==> src/sv/fwm_pkg.sv <==
// Shared types and constants for the fuzzy word match block.
`default_nettype none
package fwm_pkg;

  // Word storage sizing
  localparam int WORD_STORE = 24;
  localparam int WORD_MAX   = WORD_STORE - 1;
  localparam int IDX_W      = $clog2(WORD_MAX);
  localparam int LEN_W      = $clog2(WORD_STORE + 1);
  localparam int CNT_W      = $clog2(2 * WORD_STORE);
  localparam int CHAR_W     = 8;
  localparam int CFG_W      = 5;
  localparam int CFG_IDX_W  = 8;
  localparam int DIST_W     = 5;
  localparam int CMP_W      = (LEN_W > CFG_W) ? LEN_W : CFG_W;
  localparam int DIST_SAT   = (1 << DIST_W) - 1;

  // Character codes
  localparam logic [CHAR_W-1:0] CHAR_S    = 8'h73;
  localparam logic [CHAR_W-1:0] CHAR_ZERO = 8'h30;
  localparam logic [CHAR_W-1:0] CHAR_NINE = 8'h39;

  // Configuration register indexes
  typedef enum logic [CFG_IDX_W-1:0] {
    CFG_SHORT_LIMIT = 8'd0,
    CFG_LONG_LIMIT  = 8'd1,
    CFG_NEAR_TOL    = 8'd2,
    CFG_FAR_TOL     = 8'd3
  } cfg_reg_t;

  // Register reset values
  localparam logic [CFG_W-1:0] SHORT_LIMIT_RST = 5'd4;
  localparam logic [CFG_W-1:0] LONG_LIMIT_RST  = 5'd8;
  localparam logic [CFG_W-1:0] NEAR_TOL_RST    = 5'd1;
  localparam logic [CFG_W-1:0] FAR_TOL_RST     = 5'd2;

  // Sequencer states
  typedef enum logic {
    ST_IDLE,
    ST_RUN
  } fwm_state_t;

  // Wavefront data passed from one cell to the next
  typedef struct packed {
    logic              vld;
    logic [CHAR_W-1:0] ch;
    logic [LEN_W-1:0]  left;
    logic [LEN_W-1:0]  diag;
  } wave_t;

endpackage
`default_nettype wire

==> src/sv/fwm_cell.sv <==
// One column cell of the systolic edit-distance array.
`default_nettype none
module fwm_cell (
  input  wire logic                       clk,
  input  wire logic                       rst_n,
  input  wire logic                       init,
  input  wire logic [fwm_pkg::LEN_W-1:0]  init_val,
  input  wire logic [fwm_pkg::CHAR_W-1:0] ref_char,
  input  wire fwm_pkg::wave_t             wave_in,
  output fwm_pkg::wave_t                  wave_out
);

  logic                       vld_r;
  logic [fwm_pkg::CHAR_W-1:0] ch_r;
  logic [fwm_pkg::LEN_W-1:0]  col_r;
  logic [fwm_pkg::LEN_W-1:0]  prev_r;
  logic [fwm_pkg::LEN_W-1:0]  col_nxt;
  logic [fwm_pkg::LEN_W-1:0]  sub_cost;
  logic [fwm_pkg::LEN_W-1:0]  up_cost;
  logic [fwm_pkg::LEN_W-1:0]  left_cost;

  // Three-way minimum of substitute, delete and insert
  always_comb begin
    sub_cost  = wave_in.diag + ((wave_in.ch != ref_char) ? fwm_pkg::LEN_W'(1)
                                                         : fwm_pkg::LEN_W'(0));
    up_cost   = col_r + fwm_pkg::LEN_W'(1);
    left_cost = wave_in.left + fwm_pkg::LEN_W'(1);
    col_nxt   = sub_cost;
    if (up_cost < col_nxt) col_nxt = up_cost;
    if (left_cost < col_nxt) col_nxt = left_cost;
  end

  // Valid flag of the wave
  always_ff @(posedge clk) begin
    if (!rst_n || init) begin
      vld_r <= 1'b0;
    end else begin
      vld_r <= wave_in.vld;
    end
  end

  // Column value: row zero on init, next row on each valid wave
  always_ff @(posedge clk) begin
    if (init) begin
      col_r <= init_val;
    end else if (wave_in.vld) begin
      ch_r   <= wave_in.ch;
      prev_r <= col_r;
      col_r  <= col_nxt;
    end
  end

  assign wave_out.vld  = vld_r;
  assign wave_out.ch   = ch_r;
  assign wave_out.left = col_r;
  assign wave_out.diag = prev_r;

endmodule
`default_nettype wire

==> src/sv/fuzzy_word_match.sv <==
// Top level of the fuzzy word match block: word storage, sequencer and cell row.
// Usage:
//   Requests enter on start/busy: a request is taken at a rising edge with
//   start high and busy low. Each request carries one character for the first
//   or second word (in_word_select), or none (in_has_char low). Up to 23
//   characters per word are kept; later ones are dropped.
//   A request with in_end_of_pair high closes the pair. The block then runs
//   a row of 23 cells, one per second-word character; first-word characters
//   enter the row one per cycle and move one cell per cycle. The sequencer
//   runs until the first word has swept the row up to the second word's length and then
//   registers the result; out_valid is high with out_is_match, out_is_exact
//   and out_distance in the cycle after the last run cycle. busy is high from
//   the closing request until the result is registered. A character request
//   leaves busy low; a closing request holds busy high while the sequencer runs.
//   The receiver has no stall input: each result is shown for exactly one
//   cycle. Configuration writes use cfg_valid/cfg_ready (always ready), with
//   cfg_index 0..3 selecting the register; other indexes are ignored.
//   Synchronous reset clears both word lengths, the digit flags, the
//   sequencer and restores the register defaults (4, 8, 1, 2).
`default_nettype none
module fuzzy_word_match (
  input  wire logic                          clk,
  input  wire logic                          rst_n,
  input  wire logic                          start,
  output logic                               busy,
  input  wire logic                          in_word_select,
  input  wire logic [fwm_pkg::CHAR_W-1:0]    in_char_code,
  input  wire logic                          in_has_char,
  input  wire logic                          in_end_of_pair,
  output logic                               out_valid,
  output logic                               out_is_match,
  output logic                               out_is_exact,
  output logic [fwm_pkg::DIST_W-1:0]         out_distance,
  input  wire logic                          cfg_valid,
  output logic                               cfg_ready,
  input  wire logic [fwm_pkg::CFG_IDX_W-1:0] cfg_index,
  input  wire logic [fwm_pkg::CFG_W-1:0]     cfg_data
);

  // Configuration registers
  logic [fwm_pkg::CFG_W-1:0] short_lim_r;
  logic [fwm_pkg::CFG_W-1:0] long_lim_r;
  logic [fwm_pkg::CFG_W-1:0] near_tol_r;
  logic [fwm_pkg::CFG_W-1:0] far_tol_r;

  // Word storage and per-word status
  logic [fwm_pkg::CHAR_W-1:0] first_r  [fwm_pkg::WORD_MAX];
  logic [fwm_pkg::CHAR_W-1:0] second_r [fwm_pkg::WORD_MAX];
  logic [fwm_pkg::LEN_W-1:0]  len1_r, len1_nxt;
  logic [fwm_pkg::LEN_W-1:0]  len2_r, len2_nxt;
  logic                       dig1_r, dig1_nxt;
  logic                       dig2_r, dig2_nxt;
  logic                       last1_s_r;
  logic                       last2_s_r;

  // Sequencer
  fwm_pkg::fwm_state_t        state_r, state_nxt;
  logic [fwm_pkg::CNT_W-1:0]  cnt_r, cnt_nxt;
  logic [fwm_pkg::CNT_W-1:0]  run_len;
  logic                       accept;
  logic                       close_pair;
  logic                       done;
  logic                       store1;
  logic                       store2;
  logic                       is_digit;

  // Cell row
  fwm_pkg::wave_t             chain [fwm_pkg::WORD_MAX+1];
  fwm_pkg::wave_t             feed;

  // Decision
  logic [fwm_pkg::LEN_W-1:0]  shorter;
  logic [fwm_pkg::LEN_W-1:0]  dval;
  logic [fwm_pkg::WORD_MAX-1:0] eq_vec;
  logic                       prefix_eq;
  logic                       exact;
  logic                       plural;
  logic                       match;
  logic [fwm_pkg::CFG_W-1:0]  tol;

  // Output registers
  logic                       out_valid_r;
  logic                       out_match_r;
  logic                       out_exact_r;
  logic [fwm_pkg::DIST_W-1:0] out_dist_r;

  assign cfg_ready = 1'b1;

  // Configuration writes
  always_ff @(posedge clk) begin
    if (!rst_n) begin
      short_lim_r <= fwm_pkg::SHORT_LIMIT_RST;
      long_lim_r  <= fwm_pkg::LONG_LIMIT_RST;
      near_tol_r  <= fwm_pkg::NEAR_TOL_RST;
      far_tol_r   <= fwm_pkg::FAR_TOL_RST;
    end else if (cfg_valid && cfg_ready) begin
      case (cfg_index)
        fwm_pkg::CFG_SHORT_LIMIT: short_lim_r <= cfg_data;
        fwm_pkg::CFG_LONG_LIMIT:  long_lim_r  <= cfg_data;
        fwm_pkg::CFG_NEAR_TOL:    near_tol_r  <= cfg_data;
        fwm_pkg::CFG_FAR_TOL:     far_tol_r   <= cfg_data;
        default: ;
      endcase
    end
  end

  // Request decode
  always_comb begin
    accept     = start && !busy;
    close_pair = accept && in_end_of_pair;
    store1     = accept && in_has_char && !in_word_select &&
                 (len1_r < fwm_pkg::LEN_W'(fwm_pkg::WORD_MAX));
    store2     = accept && in_has_char && in_word_select &&
                 (len2_r < fwm_pkg::LEN_W'(fwm_pkg::WORD_MAX));
    is_digit   = in_char_code inside {[fwm_pkg::CHAR_ZERO:fwm_pkg::CHAR_NINE]};
  end

  // Length and digit flag update; cleared once the result is registered
  always_comb begin
    len1_nxt = len1_r;
    len2_nxt = len2_r;
    dig1_nxt = dig1_r;
    dig2_nxt = dig2_r;
    if (done) begin
      len1_nxt = '0;
      len2_nxt = '0;
      dig1_nxt = 1'b0;
      dig2_nxt = 1'b0;
    end else begin
      if (store1) begin
        len1_nxt = len1_r + fwm_pkg::LEN_W'(1);
        dig1_nxt = dig1_r || is_digit;
      end
      if (store2) begin
        len2_nxt = len2_r + fwm_pkg::LEN_W'(1);
        dig2_nxt = dig2_r || is_digit;
      end
    end
  end

  always_ff @(posedge clk) begin
    if (!rst_n) begin
      len1_r <= '0;
      len2_r <= '0;
      dig1_r <= 1'b0;
      dig2_r <= 1'b0;
    end else begin
      len1_r <= len1_nxt;
      len2_r <= len2_nxt;
      dig1_r <= dig1_nxt;
      dig2_r <= dig2_nxt;
    end
  end

  // Character store, one address per word
  always_ff @(posedge clk) begin
    if (store1) begin
      first_r[len1_r[fwm_pkg::IDX_W-1:0]] <= in_char_code;
      last1_s_r <= (in_char_code == fwm_pkg::CHAR_S);
    end
    if (store2) begin
      second_r[len2_r[fwm_pkg::IDX_W-1:0]] <= in_char_code;
      last2_s_r <= (in_char_code == fwm_pkg::CHAR_S);
    end
  end

  // Sequencer next state
  always_comb begin
    state_nxt = state_r;
    case (state_r)
      fwm_pkg::ST_IDLE: if (close_pair) state_nxt = fwm_pkg::ST_RUN;
      fwm_pkg::ST_RUN:  if (done) state_nxt = fwm_pkg::ST_IDLE;
      default:          state_nxt = fwm_pkg::ST_IDLE;
    endcase
  end

  // Sequencer outputs
  always_comb begin
    run_len = fwm_pkg::CNT_W'(len1_r) + fwm_pkg::CNT_W'(len2_r);
    busy    = 1'b0;
    done    = 1'b0;
    cnt_nxt = cnt_r;
    case (state_r)
      fwm_pkg::ST_IDLE: begin
        cnt_nxt = '0;
      end
      fwm_pkg::ST_RUN: begin
        busy    = 1'b1;
        done    = (cnt_r == run_len);
        cnt_nxt = cnt_r + fwm_pkg::CNT_W'(1);
      end
      default: ;
    endcase
  end

  always_ff @(posedge clk) begin
    if (!rst_n) begin
      state_r <= fwm_pkg::ST_IDLE;
      cnt_r   <= '0;
    end else begin
      state_r <= state_nxt;
      cnt_r   <= cnt_nxt;
    end
  end

  // Row feed: one first-word character per cycle with its boundary column
  always_comb begin
    feed.vld  = (state_r == fwm_pkg::ST_RUN) && (cnt_r < fwm_pkg::CNT_W'(len1_r));
    feed.ch   = first_r[cnt_r[fwm_pkg::IDX_W-1:0]];
    feed.left = fwm_pkg::LEN_W'(cnt_r) + fwm_pkg::LEN_W'(1);
    feed.diag = fwm_pkg::LEN_W'(cnt_r);
  end

  assign chain[0] = feed;

  // Cell row, one cell per second-word position
  for (genvar k = 0; k < fwm_pkg::WORD_MAX; k++) begin : g_cell
    fwm_cell u_cell (
      .clk      (clk),
      .rst_n    (rst_n),
      .init     (close_pair),
      .init_val (fwm_pkg::LEN_W'(k + 1)),
      .ref_char (second_r[k]),
      .wave_in  (chain[k]),
      .wave_out (chain[k+1])
    );
  end

  // Distance pick-off at the column of the second word's length
  always_comb begin
    dval = len1_r;
    for (int k = 0; k < fwm_pkg::WORD_MAX; k++) begin
      if (len2_r == fwm_pkg::LEN_W'(k + 1)) dval = chain[k+1].left;
    end
  end

  // Position-wise compare over the shorter word
  always_comb begin
    shorter = (len1_r < len2_r) ? len1_r : len2_r;
    for (int k = 0; k < fwm_pkg::WORD_MAX; k++) begin
      eq_vec[k] = (first_r[k] == second_r[k]) ||
                  (fwm_pkg::LEN_W'(k) >= shorter);
    end
    prefix_eq = &eq_vec;
    exact     = (len1_r == len2_r) && prefix_eq;
    plural    = prefix_eq &&
                (((len1_r == len2_r + fwm_pkg::LEN_W'(1)) && last1_s_r) ||
                 ((len2_r == len1_r + fwm_pkg::LEN_W'(1)) && last2_s_r));
    tol       = (fwm_pkg::CMP_W'(shorter) >= fwm_pkg::CMP_W'(long_lim_r)) ?
                far_tol_r : near_tol_r;
    if (exact) begin
      match = 1'b1;
    end else if (dig1_r || dig2_r) begin
      match = 1'b0;
    end else if (fwm_pkg::CMP_W'(shorter) <= fwm_pkg::CMP_W'(short_lim_r)) begin
      match = plural;
    end else begin
      match = (fwm_pkg::CMP_W'(dval) <= fwm_pkg::CMP_W'(tol));
    end
  end

  // Result register
  always_ff @(posedge clk) begin
    if (!rst_n) begin
      out_valid_r <= 1'b0;
    end else begin
      out_valid_r <= done;
    end
  end

  always_ff @(posedge clk) begin
    if (done) begin
      out_match_r <= match;
      out_exact_r <= exact;
      out_dist_r  <= (32'(dval) > fwm_pkg::DIST_SAT) ? fwm_pkg::DIST_W'(fwm_pkg::DIST_SAT)
                                                    : fwm_pkg::DIST_W'(dval);
    end
  end

  assign out_valid    = out_valid_r;
  assign out_is_match = out_match_r;
  assign out_is_exact = out_exact_r;
  assign out_distance = out_dist_r;

endmodule
`default_nettype wire

==> config.mk <==
export PLATFORM = sky130hd
export DESIGN_NAME = fuzzy_word_match
export DESIGN_NICKNAME = d
export VERILOG_FILES = /design/src/sv/fwm_pkg.sv /design/src/sv/fwm_cell.sv /design/src/sv/fuzzy_word_match.sv
export SDC_FILE = /design/constraint.sdc
export NUM_CORES = 2
export LEC_CHECK = 0
export BUFFER_PORTS_ARGS = -buffer_cell sky130_fd_sc_hd__buf_2
export CAP_MARGIN = 5
export CORE_MARGIN = 4
export CORE_UTILIZATION = 55
export CTS_CLUSTER_SIZE = 24
export DETAILED_ROUTE_END_ITERATION = 12
export PLACE_DENSITY_LB_ADDON = 0.2
export SLEW_MARGIN = 10
export SYNTH_ARGS = -nofsm -noshare
export SYNTH_HDL_FRONTEND = slang
export SYNTH_SLANG_ARGS = --single-unit
==> constraint.sdc <==
create_clock -name clk -period 6.9 [get_ports clk]
set_input_delay 2.07 -clock clk [delete_from_list [all_inputs] [get_ports clk]]
set_output_delay 2.07 -clock clk [all_outputs]
set_load 0.02 [all_outputs]
# --- After elaboration in Yosys (flattened, before gate mapping) ---
# Memory sizes are Yosys's and may differ from the RTL's. A register that Yosys moved wholly into a read port is not among the register bits.
# Cells that the tools add are included.
totals:
  inputBits: 28
  mem_bits_rw: 368
  word_cells: 497
  out_inout_bits: 10
  reg_bits: 472
  n_memories: 2
memory_table:
  columns: ["memory", "depth", "word_bits", "rd", "rd_clocked_by_memory_dff", "wr", "line_no", "rtl"]
  rows:
  - ["first_r", 23, 8, 24, 1, 1, "fuzzy_word_match.sv:47", "logic [fwm_pkg::CHAR_W-1:0] first_r [fwm_pkg::WORD_MAX];"]
  - ["second_r", 23, 8, 23, 0, 1, "fuzzy_word_match.sv:48", "logic [fwm_pkg::CHAR_W-1:0] second_r [fwm_pkg::WORD_MAX];"]
op_classes:
  n_eq_ne: 77
  n_lt_le_gt_ge: 78
  add_sub_neg: 52
  muxes: 107
  bitwise: 3
  n_reduce_logical: 73
ops:
  columns: ["operator", "n"]
  rows:
  - ["$mux 5", 72]
  - ["$lt 5x5->1", 47]
  - ["$eq 8x8->1", 23]
  - ["$ne 8x8->1", 23]
  - ["$add 5x1->5 const B", 27]
  - ["$add 5x5->5", 23]
  - ["$reduce_and 2->1", 26]
  - ["$eq 5x4->1 const B", 8]
  - ["$eq 5x5->1 const B", 8]
  - ["$ge 4x5->1 const A", 8]
  - ["$ge 5x5->1 const A", 7]
  - ["$mux 1", 33]
  - ["$logic_or 1x1->1", 28]
  - ["$reduce_and 23->1", 1]
  - ["$eq 5x3->1 const B", 4]
  - ["$ge 3x5->1 const A", 4]
  - ["$eq 8x2->1 const B", 2]
  - ["$eq 5x5->1", 3]
  - ["$logic_and 1x1->1", 13]
  - ["$pmux 6 s2", 1]
  - ["$eq 5x2->1 const B", 2]
  - ["$ge 1x5->1 const A", 2]
  - ["$ge 2x5->1 const A", 2]
  - ["$le 5x5->1", 2]
  - ["16 further kinds", 21]

# --- Depth between registers and ports, before layout ---
depth:
  ltp_word: 27
  depth_mapped: 33

# --- Modules after synthesis ---
# Synthesis repeated with hierarchy kept, for this count alone.
hier_totals:
  cells_unflattened: 3944
  area_unflattened_um2: 50802.5
modules_own_cells:
  columns: ["mod", "seq_area_each_um2", "area_each_um2", "instances", "cells_per_inst"]
  rows:
  - ["fwm_cell at g_cell[0].u_cell ...", 560.5, 1237.4, 19, 105]
  - ["fuzzy_word_match", 14283.7, 22346.4, 1, 1517]
  - ["fwm_cell at g_cell[16].u_cell ...", 560.5, 1236.2, 4, 108]

# --- Least setup slack after synthesis ---
# Ideal clock, no wire load.
synth_timing:
  kind: "register to register"
  from: "reg cnt_r[1] in the netlist's numbering"
  to: "reg g_cell[0].u_cell.col_r[1] in the netlist's numbering"
  required_ps: 6784
  period_less_slack_ps: 6066
  path_slack_ps: 834
  path_buffers: 5
  stages_incl_launch_ff: 32
  arrival_ps: 5950
  setup_time_ps: 116
  cell_sequence: "dfxtp_1 buf_2 buf_1 clkbuf_1 mux4_2 mux2i_1 nor2_1 o22a_1 xnor2_1 nand3_1 or4_1 ha_1 ha_1 inv_1 ha_1 a21boi_0 o21a_1 o21a_1 o21ai_0 nand2b_1 clkbuf_1 or2_2 nand2_1 ha_1 a21o_1 a21oi_1 nand2_1 o221a_2 clkbuf_1 nor2_1 a211oi_1 a31o_2"
synth_between:
  elab_chain_len: 5
  word_cells_on_any_way: 9
  classes_between: "3 x add/sub; 3 x order compare; 2 x mux; 1 x reduce/logical"
synth_lines:
  columns: ["item", "line_no", "rtl"]
  rows:
  - ["start, declared", "fuzzy_word_match.sv:58", "logic [fwm_pkg::CNT_W-1:0] cnt_r, cnt_nxt;"]
  - ["start signal, assigned", "fuzzy_word_match.sv:202", "cnt_r <= cnt_nxt;"]
  - ["$add 5x5->5", "fwm_cell.sv:24", "sub_cost = wave_in.diag + ((wave_in.ch != ref_char) ? fwm_pkg::LEN_W'(1)"]
  - ["$lt 5x5->1", "fwm_cell.sv:29", "if (up_cost < col_nxt) col_nxt = up_cost;"]
  - ["$mux 5", "fwm_cell.sv:29", null]
  - ["$lt 5x5->1", "fwm_cell.sv:30", "if (left_cost < col_nxt) col_nxt = left_cost;"]
  - ["$mux 5", "fwm_cell.sv:30", null]
  - ["end signal, assigned", "fwm_cell.sv:45", "col_r <= init_val;"]
  - ["end signal, assigned", "fwm_cell.sv:49", "col_r <= col_nxt;"]
  - ["end, declared", "fwm_cell.sv:15", "logic [fwm_pkg::LEN_W-1:0] col_r;"]
# Several ways; a longest one is shown, not always the timed one.
# A chain may end at the register's enable or synchronous reset.

# --- Worst setup path in the final report ---
layout_timing:
  from: "reg cnt_r[0] in the netlist's numbering"
  to: "reg g_cell[0].u_cell.col_r[1] in the netlist's numbering"
# The elaborated chain is that of the path after synthesis.

==> results.yml <==
placement:
  dpl.hpwl_um: 95600
  place_congestion: 0.938
  port_buffers: 36
  dp.cells: 5121
  placed_cell_area_um2: 49600
floorplan:
  start_util_pct: 55.8
  dieArea_um2: 91700
  core_area_um2: 85700
  die_x_um: 303
  row_count: 107
  io_pins: 38
  die_y_um: 303
setup_path:
  path_buf_inv: 2
  cpMaxStageDelayCell: "mux4_2"
  endpoint_kind: "flip-flop"
  worstPathArrival_ps: 7050
  path_class: "flip-flop to flip-flop"
  crit_path_frequent_cell: "ha_1"
  path_delay_family: "compound AO/OA/AOI/OAI gates"
  cp.required_ps: 7430
  cp_max_fo: 33
  slowest_delay_ps: 550
  critPathLaunchType: "flip-flop"
pwr:
  power.share.switching_pct: 21.6
  p_int_mw: 9.15
  power_frac_seq_pct: 51.3
  p_sw_mw: 2.53
  irDropWorstVdd_mv: 0.209
  pwr-share-clk_pct: 44.7
  combPwrFrac_pct: 4.0
  powerDensity_nw_per_um2: 221
  leakagePower_nw: 19.4
grt:
  grt_pass1_vias: 31876
  grt_max_degree: 57
  grt-ovfl-total: 0
  grt_pass1_wl_um: 195000
  grt_antenna_before_repair: 5
  gr-usage-all-layers_pct: 28.2
detailed_routing:
  drt_iter0_drc: 3068
  wl_per_cell_um: 24.4
  drc_errors: 0
  ant_nets: 0
  dr.pass1.iters: 6
  vias: 32637
  vias_per_cell: 6.15
  routed_wl_um: 129000
clock_tree:
  insertion_delay_ps: 670
  cts-root-buf: "clkbuf_16"
  cts_max_level: 3
  cts_tree: "done"
  cts_sinks: 912
  clockBufferDepth: 3
  post_cts_buffers: 0
  path_clk_slew_ps: 60
  cts_made_buffers: 95
yosys:
  synth_top_flop_cell: "edfxtp_1"
  ys_types: 85
  ys_seq_area_share_pct: 53.6
  syn_area_per_cell_um2: 12.1
  async_reset_ff_share_pct: 0
  syn-cell-area_um2: 47800
  syn_inst: 3949
  ys_warn_count: 0
  synth-seq-cells: 912
  synth-edff-count: 735
timing:
  drv_slew: 0
  worst_pin_slew_ps: 1180
  max_freq_mhz: 153
  hold_viol: 0
  finalSetupViolCount: 0
  fin_crit_sh_pct: 94.6
  finClkSkew_ps: 33.3
  slew_headroom_pct: 20.9
  finalCriticalPeriod_ps: 6520
job:
  cap_violations: 0
layout:
  area_growth_syn_to_layout_pct: 10.4
  finalNetCount: 4396
  layout.cells.non_filler: 5303
  drive_gt1_share_pct: 8.78
  final_area_um2: 52800
outcome:
  status: "finished, final reports clean"
worst_hold_path:
  holdCritPathClass: "flip-flop to flip-flop"
[repair_timing]
action / 4_1_cts / 5_1_grt
gates resized for setup: 0 / 1
hold buffers: 0 / 0
setup endpoints to repair: 0 / 3
[sequential cells by signal, summed over array words and instances, names as in the netlist, 6 cells and up]
register / count
first_r: 256
second_r: 184
g_cell.u_cell.ch_r: 176
g_cell.u_cell.col_r: 115
g_cell.u_cell.prev_r: 110
g_cell.u_cell.vld_r: 22
cnt_r: 6
[worst reg2reg max path: cells and delay by family (launching register included)]
family | cells | cell delay, ps
flops | 1 | 480
fa+ha+maj | 4 | 1030
xor+xnor | 1 | 180
buf+inv | 2 | 320
simple gates | 9 | 1650
mux | 2 | 840
compound gates | 10 | 1890
[logic make-up after synthesis]
family,count (synthesis),synth area share (%)
AOI/OAI and AO/OA,739,10.2
and+or+nand+nor,958,10.4
DFF,912,53.6
muxes,207,5.83
adders and majority gates,294,7.71
xor gates and xnor gates,535,9.80
other,2,0.0157
buffers and inverters,302,2.50
[power groups by stage]
stage | registers [mW] | clock network [mW] | logic (mW)
after global placement | 6.11 | 0 | 0.448
after detailed placement | 6.11 | 0 | 0.453
final | 5.99 | 5.22 | 0.462
after CTS | 5.99 | 5.27 | 0.456
after global routing | 5.99 | 5.52 | 0.499
after floorplan | 6.09 | 0 | 0.276
[Yosys cell counts, types with 21 or more instances]
library cell	instances	share of area (%)
o21a_1	68	1.1
a21o_1	42	0.66
a21oi_1	165	1.7
a31oi_1	26	0.34
nor2b_1	39	0.51
mux2_2	32	0.75
mux4_2	54	2.5
o2111ai_1	21	0.38
nand2_1	180	1.4
dfxtp_1	177	7.4
a21boi_0	25	0.39
nor3_1	80	0.84
nand4_1	46	0.60
o211ai_1	45	0.71
or3_1	27	0.35
xor2_1	365	6.7
ha_1	293	7.7
nand3_1	176	1.8
nor4_1	79	1.0
clkbuf_1	93	0.73
nor3b_1	22	0.35
inv_1	173	1.4
nor2_1	153	1.2
edfxtp_1	735	46
o21ai_0	175	1.8
mux2i_1	121	2.5
xnor2_1	170	3.1
nand2b_1	22	0.29
and3_1	54	0.71
and2_1	22	0.29
[worst paths after layout]
check	from	end	slack, ps	depth (start not counted)
hold reg to reg	g_cell[9].u_cell.ch_r[5]$_DFFE_PP_	g_cell[10].u_cell.ch_r[5]$_DFFE_PP_	460	0
setup reg to reg	cnt_r[0]$_SDFF_PN0_	g_cell[0].u_cell.col_r[1]$_SDFFE_PP0P_	380	28
setup / recovery	cnt_r[0]$_SDFF_PN0_	g_cell[0].u_cell.col_r[1]$_SDFFE_PP0P_	380	28
hold / removal	g_cell[9].u_cell.ch_r[5]$_DFFE_PP_	g_cell[10].u_cell.ch_r[5]$_DFFE_PP_	460	0
[per-stage QoR]
stage | hold WS, ps | TNS, ps | power, mW | util, % | worst slack (ps)
after global routing | 466 | -4.04 | 12.0 | 61.6 | -4.04
after global placement | 454 | 0 | 6.55 | 57.9 | 497
after CTS | 460 | 0 | 11.7 | 61.6 | 404
after detailed placement | 457 | 0 | 6.56 | 57.9 | 476
final | 455 | 0 | 11.7 | 61.6 | 375
after floorplan | 431 | 0 | 6.37 | - | 834
[placed cells by master, fill, tap and decap left out, types with 26 or more instances in the layout]
cell,n
edfxtp_1,735
xor2_1,365
ha_1,293
nand2_1,179
nand3_1,176
o21ai_0,175
dfxtp_1,175
inv_1,173
xnor2_1,170
a21oi_1,165
nor2_1,152
mux2i_1,121
clkbuf_16,98
nor3_1,80
nor4_1,78
o21a_1,68
conb_1,65
and3_1,54
mux4_2,54
buf_4,51
nand4_1,46
o211ai_1,45
a21o_1,42
nor2b_1,39
buf_2,36
mux2_2,32
or3_1,27
a31oi_1,26
[area by class of cell]
class                   instances  area, um^2
diodes                          3        7.51
fillers                      6835       32900
clock buffers                 130        2640
flip-flops and latches        912       25600
repair buffers                 90         623
multi-input cells            2798       21300
inverters                     177         664
clock inverters                49         539
well taps                    1144        1430
[metal layers]
layer	track usage, %	share of wire, %	routed length [um]
met3	4.42	7.4	9640
met4	10.1	3.7	4750
met5	0	0.0070	9
met1	37.4	41	53000
met2	47.3	48	62000
(Power assumes the default switching activity.)
